### src/design/bsm_pkg.sv
// Shared types and constants for the bounding sphere merge block.
package bsm_pkg;

	localparam int unsigned CoordW  = 32;
	localparam int unsigned RadiusW = 31;
	localparam int unsigned MulW    = 34;
	localparam int unsigned ProdW   = 2 * MulW;
	localparam int unsigned NumW    = 67;
	localparam int unsigned ResW    = 35;

	localparam logic MODE_SQRT = 1'b0;
	localparam logic MODE_DIV  = 1'b1;

	typedef struct packed {
		logic start;
		logic mode;
	} iter_ctl_t;

	typedef struct packed {
		logic done;
	} iter_sts_t;

endpackage

### src/design/bsm_mul.sv
// Registered unsigned multiplier shared by the squaring and centre move steps.
module bsm_mul (
	input  logic                       clk,
	input  logic [bsm_pkg::MulW-1:0]   a,
	input  logic [bsm_pkg::MulW-1:0]   b,
	output logic [bsm_pkg::ProdW-1:0]  p
);
	import bsm_pkg::*;

	logic [ProdW-1:0] p_q;

	always_ff @(posedge clk) begin
		p_q <= ProdW'(a) * ProdW'(b);
	end

	assign p = p_q;
endmodule

### config.mk
export PLATFORM = sky130hd
export DESIGN_NAME = bsm_mul
export DESIGN_NICKNAME = d
export VERILOG_FILES = /design/src/design/bsm_pkg.sv /design/src/design/bsm_mul.sv
export SDC_FILE = /design/constraint.sdc
export NUM_CORES = 2
export LEC_CHECK = 0
export BUFFER_PORTS_ARGS = -buffer_cell sky130_fd_sc_hd__buf_2
export CORE_ASPECT_RATIO = 1.25
export CORE_MARGIN = 10
export CORE_UTILIZATION = 60
export CTS_CLUSTER_SIZE = 10
export DETAILED_ROUTE_END_ITERATION = 6
export PLACE_DENSITY = 0.86
export SLEW_MARGIN = 10
export SYNTH_ARGS = -nofsm -noshare
export SYNTH_HDL_FRONTEND = slang
export SYNTH_SLANG_ARGS = --single-unit
### constraint.sdc
create_clock -name clk -period 7.5 [get_ports clk]
set_input_delay 0.75 -clock clk [delete_from_list [all_inputs] [get_ports clk]]
set_output_delay 0.75 -clock clk [all_outputs]
set_load 0.01 [all_outputs]
Yosys cells after proc, flatten, opt, wreduce, memory -nomap -nowiden

Cells that the tools add are included.
Widths: inputs -> output; s select.

Add/sub/neg operators: 0
Multiply operators: 1
Div/mod/pow operators: 0
$lt $le $gt $ge: 0
Equality and inequality tests: 0
Shift-type cells: 0
Multiplexer cells: 0
Bitwise gates (word level): 0
Reduce and logical (&&, ||, !) cells: 0

Operator list:

| cell           | count |
|---|---|
| $mul 34x34->68 | 1 |

Register bits after elaboration: 68
Bits in latches: 0
Memory bits (writable): 0
Memory bits (read-only): 0
Input port bits: 69
Logic and storage cells: 2
Memories: 0

Logic depth before layout (Yosys ltp)

Depth after elaboration: 1
Mapped depth: 29
Depth with buffers taken out: 27

Least setup slack after synthesis

No wires, ideal clock.

Path kind: input-to-reg
From: in b[4] in the netlist's numbering
To: reg p_q[66] (netlist: p[66])
Arrival time: 7.292 ns
Data required time: 7.377 ns
Path slack: 0.086 ns
Cell stages on the path: 27
Path buffers: 3
Cells stage by stage: clkbuf_1 > clkbuf_1 > nand2_1 > fa_1 > fa_1 > inv_1 > fa_1 > inv_1 > fa_1 > fa_1 > inv_1 > fa_1 > fa_1 > inv_1 > fa_1 > inv_1 > ha_1 > buf_6 > a21oi_1 > o21ai_0 > a211oi_2 > nor2_1 > o31ai_1 > nor3_1 > nor3_2 > o21ai_1 > xor2_1

Longest elaborated chain between the ends: 1

RTL lines:

| item                   | RTL line      | source |
|---|---|---|
| start: declaration     | bsm_mul.sv:5  | `input logic [bsm_pkg::MulW-1:0] b,` |
| $mul 34x34->68         | bsm_mul.sv:13 | `p_q <= ProdW'(a) * ProdW'(b);` |
| end signal: assignment | bsm_mul.sv:13 |  |
| end: declaration       | bsm_mul.sv:10 | `logic [ProdW-1:0] p_q;` |

Every way passes these cells.

Final worst setup path

From: in b[13] in the netlist's numbering
To: reg p_q[51] (netlist: p[51])

Same word-level chain as after synthesis.

==> impl_metrics.csv <==
group,metric,value,unit
placed_design,portBuffers,136,
placed_design,dp_hpwl,99.0,mm
logic_synthesis,synth.cell_area,38800,um2
global_routing,grt_pass1_wl,186,mm
drt,vias_per_cell,5.83,
run_status,violations,"setup timing",
die,chipHeight,304,um
placed_design,gp_congestion,0.986,
placed_design,place_inst,5469,
cells_and_area,drive_gt1_share,16.1,%
worst_setup_path,path_max_fanout,17,
timing,fin_ws,-0.185,ns
die,die_area,75200,um2
timing,slew_violations,0,
timing,setup_violations,12,
cts,clk_pin_slew,0.06,ns
die,die_x,247,um
cells_and_area,n_fill_cell,4199,
drt,drtPass1Iterations,6,
cells_and_area,final_common_cell,"inv_1",
worst_setup_path,worstSetupStartpointType,"input pin",
worst_setup_path,end_kind,"flip-flop",
logic_synthesis,yosysUniqueCellTypes,65,
timing,hold_viol,0,
cells_and_area,multi_input_area,33200,um2
worst_setup_path,crit_slowest_cell,"fa_1",
cells_and_area,seqCellArea,1360,um2
timing,fmax,0.130,GHz
cts,clock-root-buffer,"clkbuf_16",
timing,rsz0062_at_grt,"yes",
drt,routed_wl,122,mm
worst_setup_path,worstPathRequired,7.74,ns
cts,postCtsHoldBufs,0,
cells_and_area,area_delta_synth_final,15.0,%
flow_run,cap_viol_max_count,0,
global_routing,antenna_found_initial,4,
global_routing,grt_max_degree,35,
die,io_pins,137,
worst_setup_path,critPathMostFrequentCell,"fa_1",
logic_synthesis,async_reset_ff_share,0,%
drt,drt_iter0_markers,2960,
timing,worst_pin_slew,0.737,ns
timing,min_period_over_period,102,%
logic_synthesis,ys.flop_type,"dfxtp_1",
cts,cts_made_buffers,9,
drt,via_count,32100,
cells_and_area,mostFrequentLayoutCells,"1017 x inv_1, 991 x fa_1, 722 x nand2_1",
cts,cts_tree,"built",
worst_setup_path,cp.arrival,7.93,ns
run_status,status,"finished with violations",
cts,cts_sinks,68,
timing,holdWs,1.06,ns
die,row_count,104,
drt,drt-wirelength-per-cell,22.2,um
logic_synthesis,synth_edf_count,0,
drt,postRouteAntennaNets,0,
hold_path,hp-class,"input pin to flip-flop",
logic_synthesis,avgSynthCellArea,9.04,um2
worst_setup_path,path_buf_inv,10,
cts,cts.path.max_buffers,2,
logic_synthesis,yosysWarningCount,0,
cells_and_area,finalNetCount,6031,
global_routing,grtUsageTotal,32.0,%
worst_setup_path,max_stage_delay,0.55,ns
die,initial_core_util,60.4,%
worst_setup_path,timing_worst_setup_path_type,"input pin to flip-flop",
global_routing,grt_remaining_overflow,0,
global_routing,grt_pass1_vias,36100,
worst_setup_path,path_delay_family,"adder cells",
cells_and_area,largest_reg_flops,68,
logic_synthesis,syn_inst,4287,
logic_synthesis,ys_seq_area_share,3.51,%
timing,fin_crit,7.68,ns
timing,slew-limit-headroom,50.9,%
drt,drc,0,
cells_and_area,fin_cells,5513,
logic_synthesis,synth_seq_cells,68,
die,core,64200,um2
logic_synthesis,synth_fp_nets,5660,
cts,htreeDepth,3,
==> logic make-up after synthesis <==
family,Yosys count,share of synthesized area (%)
AND/OR/NAND/NOR,1359,16.9
adder cells (fa/ha/maj),1304,61.9
buffers and inverters,1263,12.5
AO/OA/AOI/OAI,226,3.73
flip-flops,68,3.51
XOR/XNOR,66,1.49
multiplexers,1,0.0258
==> worst paths after layout <==
| path | start | end | cells after the start |
|---|---|---|---|
| worst max-delay path | b[13] | p[51] | 28 |
| worst min-delay path | b[0] | p[0] | 2 |
==> what timing repair did <==
action	CTS	global route
setup endpoints to repair	20	37
setup buffers	2	20
gates cloned	0	4
resized for setup	34	229
pin swaps	9	92
==> layer usage <==
metal / track usage [%] / up-vias / routed length, um
met1: 31.9 / 16000 / 35400
met3: 6.77 / 917 / 11300
met2: 55.0 / 2130 / 61700
met4: 28.5 / 2 / 14000
met5: 0 / - / 13
li1: - / 13000 / -
==> Yosys cell counts, types with 2 or more instances <==
master	number	share of area, %
a211oi_1	9	0.17
a21o_1	21	0.41
a21oi_1	77	0.99
a21oi_2	4	0.090
a221o_1	2	0.052
a311oi_1	2	0.045
a31oi_1	7	0.11
a41oi_1	3	0.068
and2_1	504	8.1
and3_1	4	0.065
and4_1	2	0.045
buf_1	2	0.019
buf_2	6	0.077
buf_4	2	0.039
buf_6	8	0.23
clkbuf_1	213	2.1
clkbuf_2	2	0.026
dfxtp_1	68	3.5
fa_1	1020	53
ha_1	284	9.2
inv_1	1029	10
nand2_1	729	7.1
nand2b_1	4	0.065
nand3_1	8	0.10
nand3b_1	3	0.058
nand4_1	20	0.32
nor2_1	53	0.51
nor2b_1	6	0.097
nor3_1	12	0.15
nor3_2	2	0.052
nor4_1	3	0.048
o211ai_1	3	0.058
o21a_1	3	0.058
o21ai_0	44	0.57
o21ai_1	17	0.22
o21bai_1	13	0.25
o31ai_1	3	0.058
or2_2	2	0.032
or3_1	3	0.048
xnor2_1	43	0.97
xor2_1	23	0.52
==> stage by stage <==
step | setup slack, ns | setup TNS [ns] | area, um2 | utilization, %
2_1_floorplan | 0.0855 | 0 | 38800 | -
3_3_place_gp | -0.497 | -7.60 | 43000 | 67.1
3_5_place_dp | -0.655 | -12.93 | 43000 | 67.1
4_1_cts | -0.0126 | -0.0126 | 43500 | 67.8
5_1_grt | -0.453 | -6.29 | 44600 | 69.5
6_report | -0.185 | -0.900 | 44600 | 69.5
==> final cells by class <==
cell class | instances | share of cell area (%)
Multi-Input combinational cell | 2956 | 74.5
Timing Repair Buffer | 594 | 10.7
Inverter | 1029 | 8.67
Sequential cell | 68 | 3.05
Tap cell | 848 | 2.38
Clock buffer | 11 | 0.545
Clock inverter | 4 | 0.166
Antenna cell | 3 | 0.0168
Power is left out: the tool's default activity adds up to more than one toggle a clock period on the data nets, which glitch-free logic cannot reach.
