[src/design/bsm_pkg.sv]
// Shared types and constants for the bounding sphere merge block.
package bsm_pkg;

	localparam int unsigned CoordW  = 32;
	localparam int unsigned RadiusW = 31;
	localparam int unsigned MulW    = 34;
	localparam int unsigned ProdW   = 2 * MulW;
	localparam int unsigned NumW    = 67;
	localparam int unsigned ResW    = 35;

	localparam logic MODE_SQRT = 1'b0;
	localparam logic MODE_DIV  = 1'b1;

	typedef struct packed {
		logic start;
		logic mode;
	} iter_ctl_t;

	typedef struct packed {
		logic done;
	} iter_sts_t;

endpackage

[src/design/bsm_iter.sv]
// Bit-serial unit computing either an integer square root or a quotient.
module bsm_iter (
	input  logic                      clk,
	input  logic                      arst_n,
	input  bsm_pkg::iter_ctl_t        ctl,
	input  logic [bsm_pkg::NumW-1:0]  num,
	input  logic [33:0]               den,
	output bsm_pkg::iter_sts_t        sts,
	output logic [bsm_pkg::ResW-1:0]  res
);
	import bsm_pkg::*;

	logic             run_q;
	logic             done_q;
	logic             mode_q;
	logic [5:0]       cnt_q;
	logic [36:0]      rem_q;
	logic [ResW-1:0]  res_q;
	logic [NumW-1:0]  src_q;
	logic [33:0]      den_q;

	logic [36:0] remn;
	logic [36:0] subtr;
	logic [37:0] diff;
	logic        ge;

	always_comb begin
		if (mode_q == MODE_SQRT) begin
			remn  = {rem_q[34:0], src_q[NumW-1 -: 2]};
			subtr = {res_q, 2'b01};
		end else begin
			remn  = {rem_q[35:0], src_q[NumW-1]};
			subtr = {3'b000, den_q};
		end
		diff = {1'b0, remn} - {1'b0, subtr};
		ge   = !diff[37];
	end

	always_ff @(posedge clk or negedge arst_n) begin
		if (!arst_n) begin
			run_q  <= 1'b0;
			done_q <= 1'b0;
			cnt_q  <= '0;
		end else begin
			done_q <= 1'b0;
			if (ctl.start) begin
				run_q <= 1'b1;
				cnt_q <= (ctl.mode == MODE_SQRT) ? 6'd32 : 6'd34;
			end else if (run_q) begin
				cnt_q <= cnt_q - 6'd1;
				if (cnt_q == 6'd0) begin
					run_q  <= 1'b0;
					done_q <= 1'b1;
				end
			end
		end
	end

	always_ff @(posedge clk) begin
		if (ctl.start) begin
			mode_q <= ctl.mode;
			res_q  <= '0;
			den_q  <= den;
			if (ctl.mode == MODE_SQRT) begin
				rem_q <= '0;
				src_q <= {num[NumW-2:0], 1'b0};
			end else begin
				// The quotient is known to fit in 35 bits, so the top of the
				// numerator can go straight into the remainder.
				rem_q <= {5'b00000, num[NumW-1:ResW]};
				src_q <= {num[ResW-1:0], 32'b0};
			end
		end else if (run_q) begin
			rem_q <= ge ? diff[36:0] : remn;
			res_q <= {res_q[ResW-2:0], ge};
			if (mode_q == MODE_SQRT) begin
				src_q <= {src_q[NumW-3:0], 2'b00};
			end else begin
				src_q <= {src_q[NumW-2:0], 1'b0};
			end
		end
	end

	assign sts.done = done_q;
	assign res      = res_q;
endmodule

[config.mk]
export PLATFORM = sky130hd
export DESIGN_NAME = bsm_iter
export DESIGN_NICKNAME = d
export VERILOG_FILES = /design/src/design/bsm_pkg.sv /design/src/design/bsm_iter.sv
export SDC_FILE = /design/constraint.sdc
export NUM_CORES = 1
export LEC_CHECK = 0
export BUFFER_PORTS_ARGS = -buffer_cell sky130_fd_sc_hd__buf_2
export CELL_PAD_IN_SITES_DETAIL_PLACEMENT = 1
export CELL_PAD_IN_SITES_GLOBAL_PLACEMENT = 1
export CORE_ASPECT_RATIO = 0.5
export CORE_MARGIN = 4
export CORE_UTILIZATION = 40
export CTS_BUF_LIST = sky130_fd_sc_hd__clkbuf_8
export DETAILED_ROUTE_END_ITERATION = 8
export GPL_TIMING_DRIVEN = 0
export HOLD_SLACK_MARGIN = 0.15
export PLACE_DENSITY_LB_ADDON = 0.1
export SLEW_MARGIN = 20
export SYNTH_ARGS = -nofsm -noshare
export SYNTH_HDL_FRONTEND = slang
export SYNTH_SLANG_ARGS = --single-unit
[constraint.sdc]
create_clock -name clk -period 5.1 [get_ports clk]
set_input_delay 0.51 -clock clk [delete_from_list [all_inputs] [get_ports clk]]
set_output_delay 0.51 -clock clk [all_outputs]
set_load 0.01 [all_outputs]
Word level (Yosys, flattened, before mapping)

Cells that the tools add are included.

Memories kept: 0
Bits in writable memories: 0
Bits in read-only memories: 0
Bits in latches: 0
Input port bits: 105
Register bits: 181
Output and inout port bits: 36

Equal/unequal tests: 0
Shift-type cells: 0
Bitwise logic cells: 0
Add/sub/neg operators: 2
Divide/modulo/power cells: 0
Mux-type cells: 19
Multipliers: 0
$lt $le $gt $ge: 0
Reductions and logical operators: 3

Operators by type and width:

| kind                                             | count |
|---|---|
| 2-to-1 mux 67 bit                                | 4 |
| 2-to-1 mux 36 bit                                | 3 |
| 2-to-1 mux 37 bit                                | 2 |
| subtractor 37 x 37 -> 38 bit                     | 1 |
| 2-to-1 mux 32 bit                                | 1 |
| 2-to-1 mux 6 bit                                 | 2 |
| logical NOT 6 bit                                | 1 |
| 2-to-1 mux 1 bit                                 | 6 |
| subtractor 6 x 1 -> 6 bit, second input constant | 1 |
| 2-to-1 mux 2 bit                                 | 1 |
| nonzero test 2 bit                               | 1 |
| logical NOT 1 bit                                | 1 |

Depth between registers and ports, before layout

Depth after elaboration: 5
Gate-level depth with buffers: 18
Gate-level depth less buffers: 12

Least setup slack after synthesis

Ideal clock, no wire load.

Path kind: flip-flop to flip-flop
Start point: reg mode_q
End point: reg rem_q[35], data pin
Setup slack: 1.014 ns
Data required time: 4.832 ns
Period minus slack after synthesis: 4.086 ns
Data arrival time: 3.818 ns
Buffers on the path: 5
Stages on the path, launching flop included: 17
Path through: edfxtp_1 > clkbuf_1 > buf_1 > clkbuf_1 > buf_2 > mux2i_1 > ha_1 > buf_6 > a21o_1 > a21o_1 > a21oi_2 > nand3_1 > a211o_1 > and2_4 > a311o_1 > nor3_1 > a2111oi_2

Word-level cells in the longest chain between the ends: 5

Ends and longest elaborated chain:

| item                         | line           | source |
|---|---|---|
| start: declaration           | bsm_iter.sv:15 | `logic mode_q;` |
| start signal: assignment     | bsm_iter.sv:61 | `mode_q <= ctl.mode;` |
| 2-to-1 mux 37 bit            | bsm_iter.sv:28 | `if (mode_q == MODE_SQRT) begin` |
| subtractor 37 x 37 -> 38 bit | bsm_iter.sv:35 | `diff = {1'b0, remn} - {1'b0, subtr};` |
| 2-to-1 mux 36 bit *          | bsm_iter.sv:74 | `rem_q <= ge ? diff[36:0] : remn;` |
| 2-to-1 mux 36 bit *          | bsm_iter.sv:73 | `end else if (run_q) begin` |
| 2-to-1 mux 36 bit *          | bsm_iter.sv:60 | `if (ctl.start) begin` |
| end signal: assignment       | bsm_iter.sv:70 | `rem_q <= {5'b00000, num[NumW-1:ResW]};` |
| end signal: assignment       | bsm_iter.sv:74 |  |
| end: declaration             | bsm_iter.sv:17 | `logic [36:0] rem_q;` |

Mark *: on every way between the ends. The rest lies on a longest branch, timed or not. The select of a mux whose other input is x is not followed.
A chain may end at the register's enable or synchronous reset.

Final worst setup path

Start point: reg mode_q
End point: reg rem_q[33], data pin

Same word-level chain as after synthesis.

==> key figures <==
STA
  • Worst hold slack: 0.292 ns
  • Final Slew Violations: 0
  • Crit share post-route: 0.925
  • Minimum clock period: 4.72 ns
  • Setup violations, final: 0
  • Setup tns final: 0 ns
  • Final-report hold violation count: 0
  • Clock skew: 0.0128 ns
  • Slew margin rel.: 0.492
  • Least-Margin Pin Slew: 0.762 ns
  • F_max: 0.212 GHz
  • RSZ-0062 raised after global routing: false

Pwr
  • P_leak: 5.63 nW
  • Maximum vdd ir drop: 0.249 mV
  • Power density over the cells: 509 mW/mm2
  • Total Power: 6.56 mW

Floorplanning
  • Core Rows: 42
  • Core area: 0.0266 mm2
  • I/O pins: 141
  • Die width: 241 um
  • Die height: 125 um
  • Die Area: 0.0301 mm2
  • Starting density of the core: 0.409

Setup path
  • R2R depth: 15
  • Critical-path top delay cell: clkbuf_2
  • Critical path class: reg -> reg
  • Worst setup path startpoint: mode_q$_DFFE_PP_
  • Reg-to-reg slack, setup: 0.38 ns
  • Worst r2r src: mode_q$_DFFE_PP_
  • Worst EP arrival: 4.97 ns
  • Crit path launch type: flip-flop
  • Critical Path Max Stage Delay: 0.41 ns
  • Reg-to-Reg End: rem_q[33]$_SDFFCE_PP0P_
  • Worst-path cell chain: clkbuf_2, clkbuf_2, buf_2, mux2i_1, ha_1, a211oi_1, o21ai_0, a21oi_1, o21ai_1, a31o_2, o21ai_2, buf_6, buf_2, mux2i_1, nor2_1
  • Crit path to: rem_q[33]$_SDFFCE_PP0P_
  • Worst setup EP type: flip-flop
  • Worst EP required: 5.35 ns
  • CP Max Fanout: 10

Status
  • Status: finished clean

Layout
  • Post-layout instance area: 0.0129 mm2
  • Area grow syn2layout: 18.2%
  • Layout cell share with drive strength beyond 1: 0.190
  • Fin cells: 1599
  • Final nets: 1378

Synth
  • Cell variety after synth: 60
  • Sequential share of the synthesized area: 0.460
  • Leading area contributor after synthesis: edfxtp_1
  • Ys flop type: edfxtp_1
  • Synth cell count leaders: mux2i_1, edfxtp_1, a21oi_1
  • Synth top area share: 0.377
  • Number of synthesized flops with an enable pin: 137
  • Count leader, synth: mux2i_1
  • Synth Register Bits: 180
  • Ys Warns: 0
  • Top cells by area, synth: edfxtp_1, mux2i_1, dfxtp_1, ha_1, a21oi_1
  • Syn avg cell area: 10.5 um2
  • Post-Syn Area: 0.0109 mm2
  • FFs w/ async S/R, synth: 0.0444
  • Post-Syn Nets: 1181
  • Post-Syn Instances: 1036

Placement
  • Routability Congestion: 0.868
  • Placed wire-length estimate: 26400 um
  • Dpl cell area: 0.0121 mm2
  • # port buffers: 140
  • Placed cells: 1530

GRT
  • Initial antenna violation count: 1
  • Total Routing Usage GR: 0.232
  • Vias in the first global route: 9167
  • Largest net degree at the start of global routing: 54
  • First-pass GRT wire length: 53500 um
  • GRT overflow: 0

Route
  • Vias post-DR: 8947
  • DRT Wirelength: 34800 um
  • Remaining DRCs: 0
  • WL/cell: 21.8 um
  • Vias per Instance: 5.60
  • Routed Antenna Nets: 0
  • DR pass1 iterations: 5
  • DRT iter0 DRCs: 680

Clock network
  • CTS tree: yes
  • Clk sinks: 180
  • Clk Latency, worst-skew pair: 0.52 ns
  • H-tree lvl count: 4
  • CTS root buf: clkbuf_8
  • Maximum clock path buffer count: 2
  • Clock Pin Slew Worst Setup and Hold Paths: 0.10 ns
  • Num CTS Buffers: 17

Worst hold path
  • Hold crit path type: in -> reg

Run
  • Max-cap violation count: 0
-- layout make-up --
type,count,area (um2)
diodes,1,2.50
well taps,352,440
multi-input cells,778,5540
plain buffers,67,315
fillers,2996,13800
repair buffers,179,1120
inverters,10,37.5
flip-flops and latches,180,5010
clock inverters,13,144
clock buffers,19,262
-- cell families (layout without fill, tap and decap cells) --
group	after synthesis	in the layout	synth area share
buffers and inverters	78	288	0.0324
xor gates and xnor gates	34	34	0.0273
AOI/OAI and AO/OA	277	277	0.156
muxes	182	182	0.171
and+or+nand+nor	245	245	0.107
other	0	1	0
DFF	180	180	0.460
adders and majority gates	40	40	0.0466
-- worst max-delay path: cells and delay by family (launching register included) --
family / cells / cell delay [ns]
compound gates: 6 / 1.42
fa+ha+maj: 1 / 0.39
buf+inv: 5 / 1.58
flops: 1 / 0.40
mux: 2 / 0.60
simple gates: 1 / 0.05
-- sequential cells by signal, indices dropped and copies added, names as in the netlist --
register / cells
den_q: 34
src_q: 66
rem_q: 36
run_q: 1
cnt_q: 6
sts: 1
mode_q: 1
res: 35
-- how the worst min path moves through the flow --
| stage | slack [ns] | to | depth (start not counted) | start |
|---|---|---|---|---|
| after floorplan | 0.21 | cnt_q[0]$_DFFE_PN0P_ | 0 | arst_n |
| after global placement | 0.37 | sts$_DFF_PN0_ | 1 | arst_n |
| after detailed placement | 0.37 | sts$_DFF_PN0_ | 1 | arst_n |
| after CTS | 0.15 | den_q[21]$_DFFE_PP_ | 1 | den[21] |
| after global routing | 0.23 | mode_q$_DFFE_PP_ | 1 | ctl[0] |
| final | 0.29 | src_q[21]$_DFFE_PP_ | 3 | num[20] |
-- cells in the final DEF, fill, tap and decap left out, types with 18 or more instances in the layout --
master | netlist | routed
ha_1 | 39 | 39
dlygate4sd3_1 | 0 | 35
edfxtp_1 | 137 | 137
buf_2 | 9 | 148
clkbuf_8 | 1 | 20
clkbuf_1 | 42 | 39
a211oi_1 | 43 | 43
a21oi_1 | 87 | 87
mux2i_1 | 148 | 148
nor2_1 | 72 | 72
nor2b_1 | 39 | 39
nand2_1 | 71 | 70
a21o_1 | 18 | 18
mux2_2 | 34 | 34
xnor2_1 | 18 | 18
dfxtp_1 | 35 | 35
o21ai_0 | 71 | 71
-- stage by stage --
stage               worst slack (ns)  utilization
global route                   0.117        0.484
finish                         0.382        0.484
global placement              -0.801        0.452
floorplan                       1.01            -
detailed placement            -0.847        0.454
CTS                            0.152        0.483
-- per-layer routing --
layer  global-route usage  part of all wire  vias up
met5                    0                 0        -
met4               0.0404            0.0083        0
met3               0.0518             0.067       25
met2                0.344              0.43      230
met1                0.350              0.49     4442
li1                     -                 -     4250
-- power breakdown --
part	switching, mW	leakage, nW	internal (mW)	total [mW]
Clock	0.558	0.225	0.502	1.06
Combinational	1.99	3.55	1.41	3.40
Sequential	0.160	1.85	1.94	2.10
Total	2.71	5.63	3.86	6.56
-- what timing repair did --
action	in CTS	in global routing
hold endpoints to repair	41	1
hold buffers	34	1
buffers inserted	2	0
pin swaps	0	0
setup endpoints to repair	37	14
gates resized for setup	1	3
Power figures use the tool's default switching activity.
